File: src/rtl/dlsf_pkg.sv
// Shared types, codes, constants and a helper function of the LED scan framer.
`timescale 1ns / 1ps
`default_nettype none
package dlsf_pkg;

  localparam int unsigned PeriodW = 15;
  localparam logic [PeriodW-1:0] PeriodReset = 15'd500;
  localparam int unsigned NumDigits = 6;
  localparam int unsigned NumVleds = 4;
  localparam int unsigned NumHleds = 8;
  localparam int unsigned NumPhases = 3;

  // Strobe patterns per phase for each common polarity.
  localparam logic [7:0] StrobeSingle [NumPhases] = '{8'h40, 8'h20, 8'h80};
  localparam logic [7:0] StrobePair [NumPhases] = '{8'hA0, 8'hC0, 8'h60};

  typedef enum logic [2:0] {
    CMD_TICK      = 3'd0,
    CMD_WR_SEG    = 3'd1,
    CMD_WR_BLINK  = 3'd2,
    CMD_WR_VLED   = 3'd3,
    CMD_WR_HLED   = 3'd4
  } cmd_e;

  typedef enum logic [1:0] {
    CFG_LED_PERIOD   = 2'd0,
    CFG_DIGIT_PERIOD = 2'd1,
    CFG_POLARITY     = 2'd2
  } cfg_idx_e;

  localparam logic [1:0] LedBlink = 2'd2;

  // Commands from the controller to the datapath.
  typedef struct packed {
    logic tick;
    logic wr_seg;
    logic wr_blink;
    logic wr_vled;
    logic wr_hled;
    logic cfg_we;
  } dlsf_ctl_t;

  function automatic logic led_lit(input logic [1:0] st, input logic blink);
    logic lit;
    if (st == LedBlink) lit = blink;
    else lit = st[0];
    return lit;
  endfunction

endpackage
`default_nettype wire

File: src/rtl/dlsf_ctrl.sv
// Controller state machine of the LED scan framer: decodes items, times results.
`timescale 1ns / 1ps
`default_nettype none
module dlsf_ctrl (
  input  wire logic                 clk_i,
  input  wire logic                 rst_ni,
  input  wire logic                 start_i,
  input  wire logic [2:0]           command_i,
  input  wire logic                 cfg_valid_i,
  output logic                      busy_o,
  output logic                      done_o,
  output logic                      cfg_ready_o,
  output dlsf_pkg::dlsf_ctl_t       ctl_o
);
  import dlsf_pkg::*;

  typedef enum logic {
    S_IDLE,
    S_SHOW
  } state_e;

  state_e state_q;
  logic   busy_q;
  logic   done_q;
  logic   accept;
  logic   cfg_ready;

  assign accept = start_i && !busy_q;
  // Hold configuration off while an item is offered or a result is pending.
  assign cfg_ready = !busy_q && !start_i;

  always_comb begin
    ctl_o = '0;
    ctl_o.cfg_we = cfg_valid_i && cfg_ready;
    if (accept) begin
      unique case (command_i)
        CMD_TICK:     ctl_o.tick = 1'b1;
        CMD_WR_SEG:   ctl_o.wr_seg = 1'b1;
        CMD_WR_BLINK: ctl_o.wr_blink = 1'b1;
        CMD_WR_VLED:  ctl_o.wr_vled = 1'b1;
        CMD_WR_HLED:  ctl_o.wr_hled = 1'b1;
        default:      ;
      endcase
    end
  end

  always_ff @(posedge clk_i or negedge rst_ni) begin
    if (!rst_ni) begin
      state_q <= S_IDLE;
      busy_q  <= 1'b0;
      done_q  <= 1'b0;
    end else begin
      unique case (state_q)
        S_IDLE: begin
          if (ctl_o.tick) begin
            state_q <= S_SHOW;
            busy_q  <= 1'b1;
            done_q  <= 1'b1;
          end
        end
        S_SHOW: begin
          state_q <= S_IDLE;
          busy_q  <= 1'b0;
          done_q  <= 1'b0;
        end
        default: begin
          state_q <= S_IDLE;
          busy_q  <= 1'b0;
          done_q  <= 1'b0;
        end
      endcase
    end
  end

  assign busy_o      = busy_q;
  assign done_o      = done_q;
  assign cfg_ready_o = cfg_ready;

endmodule
`default_nettype wire

File: src/rtl/dlsf_datapath.sv
// Datapath of the LED scan framer: display stores, blink counters, frame builder.
`timescale 1ns / 1ps
`default_nettype none
module dlsf_datapath (
  input  wire logic                  clk_i,
  input  wire logic                  rst_ni,
  input  dlsf_pkg::dlsf_ctl_t        ctl_i,
  input  wire logic [2:0]            index_i,
  input  wire logic [7:0]            value_i,
  input  wire logic [7:0]            rx_byte_i,
  input  wire logic [1:0]            cfg_index_i,
  input  wire logic [14:0]           cfg_data_i,
  output logic [7:0]                 frame_byte0_o,
  output logic [7:0]                 frame_byte1_o,
  output logic [7:0]                 frame_byte2_o,
  output logic [7:0]                 frame_byte3_o,
  output logic [5:0]                 keys_o
);
  import dlsf_pkg::*;

  logic [7:0]         seg_q   [NumDigits];
  logic [NumDigits-1:0] dblink_flag_q;
  logic [1:0]         vled_q  [NumVleds];
  logic [1:0]         hled_q  [NumHleds];
  logic [1:0]         phase_q;
  logic [PeriodW-1:0] led_period_q, dig_period_q;
  logic [PeriodW-1:0] led_cnt_q, dig_cnt_q;
  logic               polarity_q;

  logic [1:0]         ph;
  logic [2:0]         lo_idx, hi_idx;
  logic               lblink, dblink;
  logic [3:0]         vmask;
  logic [7:0]         hmask;
  logic [7:0]         strobe;
  logic [PeriodW-1:0] led_cnt_d, dig_cnt_d;

  always_comb begin
    ph = (phase_q > 2'd2) ? 2'd0 : phase_q;
    lo_idx = {1'b0, ph};
    hi_idx = {1'b0, ph} + 3'd3;
    lblink = (led_period_q == '0) || (led_cnt_q <= (led_period_q >> 1));
    dblink = (dig_period_q != '0) && (dig_cnt_q <= (dig_period_q >> 1));
    for (int i = 0; i < NumVleds; i++) begin
      vmask[NumVleds-1-i] = led_lit(vled_q[i], lblink);
    end
    for (int i = 0; i < NumHleds; i++) begin
      hmask[i] = led_lit(hled_q[i], lblink);
    end
    strobe = polarity_q ? StrobePair[ph] : StrobeSingle[ph];
    if (led_period_q == '0) led_cnt_d = '0;
    else if (led_cnt_q <= 15'd1) led_cnt_d = led_period_q;
    else led_cnt_d = led_cnt_q - 15'd1;
    if (dig_period_q == '0) dig_cnt_d = '0;
    else if (dig_cnt_q <= 15'd1) dig_cnt_d = dig_period_q;
    else dig_cnt_d = dig_cnt_q - 15'd1;
  end

  // Control state: stores, phase, counters and configuration.
  always_ff @(posedge clk_i or negedge rst_ni) begin
    if (!rst_ni) begin
      for (int i = 0; i < NumDigits; i++) seg_q[i] <= '0;
      for (int i = 0; i < NumVleds; i++) vled_q[i] <= '0;
      for (int i = 0; i < NumHleds; i++) hled_q[i] <= '0;
      dblink_flag_q <= '0;
      phase_q      <= '0;
      led_period_q <= PeriodReset;
      dig_period_q <= PeriodReset;
      led_cnt_q    <= PeriodReset;
      dig_cnt_q    <= PeriodReset;
      polarity_q   <= 1'b0;
    end else begin
      if (ctl_i.wr_seg && index_i < 3'(NumDigits)) seg_q[index_i] <= value_i;
      if (ctl_i.wr_blink && index_i < 3'(NumDigits)) dblink_flag_q[index_i] <= value_i[0];
      if (ctl_i.wr_vled && index_i < 3'(NumVleds)) vled_q[index_i[1:0]] <= value_i[1:0];
      if (ctl_i.wr_hled) hled_q[index_i] <= value_i[1:0];
      if (ctl_i.tick) begin
        phase_q   <= (ph == 2'd2) ? 2'd0 : ph + 2'd1;
        led_cnt_q <= led_cnt_d;
        dig_cnt_q <= dig_cnt_d;
      end
      if (ctl_i.cfg_we) begin
        unique case (cfg_index_i)
          CFG_LED_PERIOD: begin
            led_period_q <= cfg_data_i;
            led_cnt_q    <= cfg_data_i;
          end
          CFG_DIGIT_PERIOD: begin
            dig_period_q <= cfg_data_i;
            dig_cnt_q    <= cfg_data_i;
          end
          CFG_POLARITY: polarity_q <= cfg_data_i[0];
          default: polarity_q <= polarity_q;
        endcase
      end
    end
  end

  // Result registers: hold the frame of the last tick.
  always_ff @(posedge clk_i) begin
    if (ctl_i.tick) begin
      frame_byte0_o <= (dblink_flag_q[hi_idx] && dblink) ? 8'd0 : seg_q[hi_idx];
      frame_byte1_o <= ~{hmask[7:4], hmask[2:0], hmask[3]};
      frame_byte2_o <= (dblink_flag_q[lo_idx] && dblink) ? 8'd0 : seg_q[lo_idx];
      frame_byte3_o <= {3'b000, ~vmask, 1'b0} | strobe;
      keys_o        <= {rx_byte_i[7:5], rx_byte_i[2:0]};
    end
  end

endmodule
`default_nettype wire

File: src/rtl/display_led_scan_framer.sv
// Top level of the six-digit, twelve-LED display scan framer.
`timescale 1ns / 1ps
`default_nettype none
// Usage:
//   Items enter on start_i while busy_o is low: command_i, index_i, value_i
//   and rx_byte_i. Write commands (digit segments, digit blink flag,
//   vertical or horizontal LED state) take effect at the accepting edge,
//   produce no result and leave busy_o low, so a new item can follow in
//   the next cycle. Unknown commands are dropped.
//   A tick builds the four-byte frame for the current scan phase, decodes
//   the key bits of rx_byte_i, then advances the phase and both blink
//   counters. Its result shows on frame_byte0_o..frame_byte3_o and keys_o
//   for exactly one cycle, marked by done_o, in the cycle after the tick
//   is accepted; busy_o is high during that cycle, while the controller is in
//   its result state S_SHOW; a write does not enter that state.
//   The receiver cannot stall: it must take the result while done_o is high.
//   Configuration writes (blink periods, common polarity) use cfg_valid_i,
//   cfg_ready_o, cfg_index_i and cfg_data_i; cfg_ready_o is low while busy_o
//   or start_i is high. A period write reloads its counter; index 3 is ignored.
//   Reset clears all stores, the phase and the polarity, and loads both
//   periods and counters with 500 ticks.
module display_led_scan_framer (
  input  wire logic        clk_i,
  input  wire logic        rst_ni,
  input  wire logic        start_i,
  output logic             busy_o,
  input  wire logic [2:0]  command_i,
  input  wire logic [2:0]  index_i,
  input  wire logic [7:0]  value_i,
  input  wire logic [7:0]  rx_byte_i,
  output logic             done_o,
  output logic [7:0]       frame_byte0_o,
  output logic [7:0]       frame_byte1_o,
  output logic [7:0]       frame_byte2_o,
  output logic [7:0]       frame_byte3_o,
  output logic [5:0]       keys_o,
  input  wire logic        cfg_valid_i,
  output logic             cfg_ready_o,
  input  wire logic [1:0]  cfg_index_i,
  input  wire logic [14:0] cfg_data_i
);
  import dlsf_pkg::*;

  // Commands from the controller into the datapath.
  dlsf_ctl_t ctl;

  dlsf_ctrl u_ctrl (
    .clk_i       (clk_i),
    .rst_ni      (rst_ni),
    .start_i     (start_i),
    .command_i   (command_i),
    .cfg_valid_i (cfg_valid_i),
    .busy_o      (busy_o),
    .done_o      (done_o),
    .cfg_ready_o (cfg_ready_o),
    .ctl_o       (ctl)
  );

  dlsf_datapath u_datapath (
    .clk_i         (clk_i),
    .rst_ni        (rst_ni),
    .ctl_i         (ctl),
    .index_i       (index_i),
    .value_i       (value_i),
    .rx_byte_i     (rx_byte_i),
    .cfg_index_i   (cfg_index_i),
    .cfg_data_i    (cfg_data_i),
    .frame_byte0_o (frame_byte0_o),
    .frame_byte1_o (frame_byte1_o),
    .frame_byte2_o (frame_byte2_o),
    .frame_byte3_o (frame_byte3_o),
    .keys_o        (keys_o)
  );

endmodule
`default_nettype wire
File: config.mk
export PLATFORM = sky130hd
export DESIGN_NAME = display_led_scan_framer
export DESIGN_NICKNAME = d
export VERILOG_FILES = /design/src/rtl/dlsf_pkg.sv /design/src/rtl/dlsf_ctrl.sv /design/src/rtl/dlsf_datapath.sv /design/src/rtl/display_led_scan_framer.sv
export SDC_FILE = /design/constraint.sdc
export NUM_CORES = 1
export LEC_CHECK = 0
export BUFFER_PORTS_ARGS = -buffer_cell sky130_fd_sc_hd__clkbuf_2
export CORE_ASPECT_RATIO = 1.75
export CORE_MARGIN = 3
export CORE_UTILIZATION = 55
export CTS_CLUSTER_SIZE = 25
export DETAILED_ROUTE_END_ITERATION = 10
export PLACE_DENSITY = 0.75
export SLEW_MARGIN = 30
export SYNTH_ARGS = -nofsm -noshare
export SYNTH_HDL_FRONTEND = slang
export SYNTH_SLANG_ARGS = --single-unit
export TNS_END_PERCENT = 1
File: constraint.sdc
create_clock -name clk_i -period 3.41 [get_ports clk_i]
set_input_delay 0.1705 -clock clk_i [delete_from_list [all_inputs] [get_ports clk_i]]
set_output_delay 0.1705 -clock clk_i [all_outputs]
set_load 0.1 [all_outputs]
==> results by group <==
Status
  • Run status: finished, final reports clean

Power and ir drop
  • Static Leakage: between 4 and 5 nW
  • Cell Pwr Density: ~630 nW/um^2
  • Peak VDD IR: 0.4271 mV

Worst setup path
  • Worst EP required: about 3700 ps
  • FF-to-FF setup slack: slightly above 600 ps
  • Kind of end point of the critical path: flip-flop
  • Arr. time, crit path: 3110 ps
  • Worst Setup Start Kind: flip-flop
  • WS Path Type: flip-flop to flip-flop
  • Max FO, Critical Path: 23
  • R2R depth: 6

Finish
  • Antenna fix cells: 0
  • Area Growth Syn to Fin: 14.45%
  • Fin util: 64.97%
  • Share of layout cells above drive strength 1: 28.48%
  • Fin cells: 1133
  • # nets final: between 900 and 1000

Timing
  • Achievable frequency: between 300 and 400 MHz
  • Clk_skew: 20.34 ps
  • Fin Hold WS: roughly 7.7 ps
  • Worst slew pin tran: between 900 and 1000 ps
  • Endpoints failing setup: 0
  • Slew Limit Fails: 0
  • Final WS setup: slightly above 600 ps
  • Final Hold Violating Endpoints: 0
  • Final worst path period share: between 80% and 90%
  • Slew margin rel.: a little under two fifths
  • Clock period minus worst slack: approximately 2800 ps
  • Setup TNS: 0 ps
  • RSZ-0062 raised after global routing: false

Hold path
  • Worst hold path type: input pin to flip-flop
  • Hold Path Stages: 3

Clock tree
  • Clk Tree Root Cell: clkbuf_16
  • Post-CTS Resized: 0
  • CTS Buf Count: 17
  • CTS tree: built
  • Setup Fix Bufs, Post-CTS: 0
  • Clock slew at reported path FFs: around 80 ps
  • Clock sink total: 180
  • Clk buf depth: 2
  • Clk_lat worst skew: 440 ps
  • H-tree depth: 4

Synth
  • Compound-Gate Fraction of Synth Area: about a tenth
  • Register area share after synthesis: 51.63%
  • Mux cell area share after synthesis: 14.73%
  • Post-synthesis cell type count: 57
  • Syn Area/Cell: roughly 11 um^2
  • Adder-Cell Fraction of Synth Area: 4.791%
  • Yosys warns: 0
  • Post-synth ARST share: between 70% and 80%
  • Post-synth EDFFs: 37
  • Yosys reg bits: 180
  • Top post-synthesis cells by count: dfrtp_1 (119), nand2_1 (105), mux2_2 (80)
  • Most common cell in the netlist: dfrtp_1
  • Synth area leaders: dfrtp_1 (33%), edfxtp_1 (12%), mux2_2 (9.9%)
  • Post-synthesis cell count: about 820
  • Mapped Nets: between 800 and 900
  • Synth Area in Simple Gates: between 10% and 20%
  • Top_reg_cell synth: dfrtp_1
  • Synth Area in XOR/XNOR: roughly 1.4%
  • Post-synth design cell area: a little over 9000 um^2
  • Synth top area share: between 30% and 40%
  • Largest family of logic cells by synthesized area: multiplexers
  • Cell taking the most area after synthesis: dfrtp_1

Floorplan
  • Row count: between 60 and 70
  • Initial Util: 56.76%
  • Num ports: 84
  • Core box area: between 15000 and 20000 um^2
  • Die extent in x: about 100 um
  • Die Footprint: 18260 um^2
  • DIE HEIGHT: roughly 180 um

Global route
  • Largest net degree at the start of global routing: 83
  • Total congestion overflow: 0
  • Vias in the first global route: roughly 6900
  • GRT Util Overall: between 20% and 30%
  • First-pass GRT wire length: 35670 um
  • Initial antenna violation count: 0

Drt
  • Drt pass-1 iters: 4
  • Met2 WL: approximately 12000 um
  • Vias/cell: between 5 and 6
  • DRT Wirelength: about 22000 um
  • Drt initial violations: about 290
  • Residual DRC count: 0
  • Routed WL per cell: approximately 20 um
  • Met3 WL: ~820 um
  • Max Used Layer: met4
  • DRT antenna net count: 0
  • WL met1: a little over 8000 um
  • Routed vias: around 6700

Job
  • Max cap viols: 0

Placed design
  • Post-Place Cells: 1094
  • GP Congestion: slightly below 0.9
  • Post-place setup slack: between 600 and 700 ps
  • Detailed placement HPWL: 15380 um
  • # port buffers: 80
==> area by class of cell <==
class                           count  area, um^2
Clock buffer                       17       425.4
Clock inverter                     15       197.7
Fill cell                        1255        5642
Inverter                           39       146.4
Multi-Input combinational cell    562        4111
Sequential cell                   180        4720
Tap cell                          220       275.3
Timing Repair Buffer              100       586.8
==> cell families (layout without fill, tap and decap cells) <==
family / Yosys count / count (layout)
AOI/OAI and AO/OA: 146 / 146
xor gates and xnor gates: 15 / 15
adders and majority gates: 35 / 35
buffers and inverters: 77 / 171
DFF: 180 / 180
muxes: 102 / 102
other: 1 / 1
and+or+nand+nor: 263 / 263
==> flip-flops by register name, summed over array words and instances, names as in the netlist <==
name	count
u_datapath.polarity_q	1
u_datapath.phase_q	2
u_ctrl.state_q	1
u_ctrl.busy_o	1
u_datapath.frame_byte0_o	8
u_datapath.frame_byte1_o	8
u_datapath.frame_byte3_o	7
u_datapath.keys_o	6
u_datapath.led_cnt_q	15
u_datapath.dig_period_q	15
u_datapath.hled_q	16
u_datapath.frame_byte2_o	8
u_datapath.seg_q	48
u_datapath.dig_cnt_q	15
u_datapath.dblink_flag_q	6
u_datapath.vled_q	8
u_datapath.led_period_q	15
==> worst max-delay path, cell delays in order (launching register included) <==
cell and delay [ps]:
dfrtp_1 450, or4_4 580, or4b_4 560, or2_1 530
and3_1 300, o21ai_0 140, a31oi_1 110
==> metrics by stage <==
| stage | area (um^2) | total power (W) |
|---|---|---|
| global placement | 9769 | 0.004592 |
| global route | 10460 | 0.006983 |
| floorplan | 9144 | 0.004142 |
| CTS | 10460 | 0.006682 |
| detailed placement | 9769 | 0.004643 |
| finish | 10460 | 0.006641 |
==> report_power, final <==
group	switching, W	internal [W]	total (W)
logic	0.000947	0.000728	0.00168
clock network	0.00101	0.00101	0.00203
registers	0.000336	0.00260	0.00294
total	0.00230	0.00434	0.00664
==> routing by layer <==
layer / GRT usage [%] / up-vias
met1: 29.63 / 3273
met3: 4.468 / 64
li1: - / 3125
met4: 13.51 / 0
met5: 0 / -
met2: 44.52 / 190
==> path summary, 6_finish.rpt <==
path | endpoint | startpoint
worst min-delay path | u_datapath.led_period_q[5] | cfg_data_i[5]
worst max-delay path | u_datapath.led_cnt_q[8] | u_datapath.led_cnt_q[9]
max in group asynchronous | u_datapath.dig_period_q[2] | rst_ni
min in group asynchronous | u_datapath.hled_q[11] | rst_ni
worst max register to register | u_datapath.led_cnt_q[8] | u_datapath.led_cnt_q[9]
worst min register to register | u_ctrl.busy_o | u_ctrl.state_q
==> placed cells by master, fill, tap and decap left out, types with 10 or more instances in the layout <==
cell type / synthesis / final
dfrtp_1: 119 / 119
nand2_1: 105 / 105
mux2_2: 80 / 80
clkbuf_2: 0 / 79
nor2_1: 48 / 47
o21ai_0: 45 / 45
inv_1: 39 / 38
edfxtp_1: 37 / 37
ha_1: 35 / 35
a21oi_1: 27 / 27
a31oi_1: 25 / 25
dfstp_2: 24 / 24
o211ai_1: 23 / 23
mux4_2: 18 / 18
nor2b_1: 17 / 17
clkbuf_16: 0 / 17
nand3_1: 16 / 16
nor4_1: 12 / 12
nor3_1: 13 / 12
buf_4: 3 / 12
xor2_1: 10 / 10
==> what timing repair did <==
item / in CTS / in global routing
endpoints found under the setup margin: 0 / 0
hold buffers: 7 / 0
endpoints found under the hold margin: 44 / 0
Note: power is estimated with default switching activity, not from simulation.
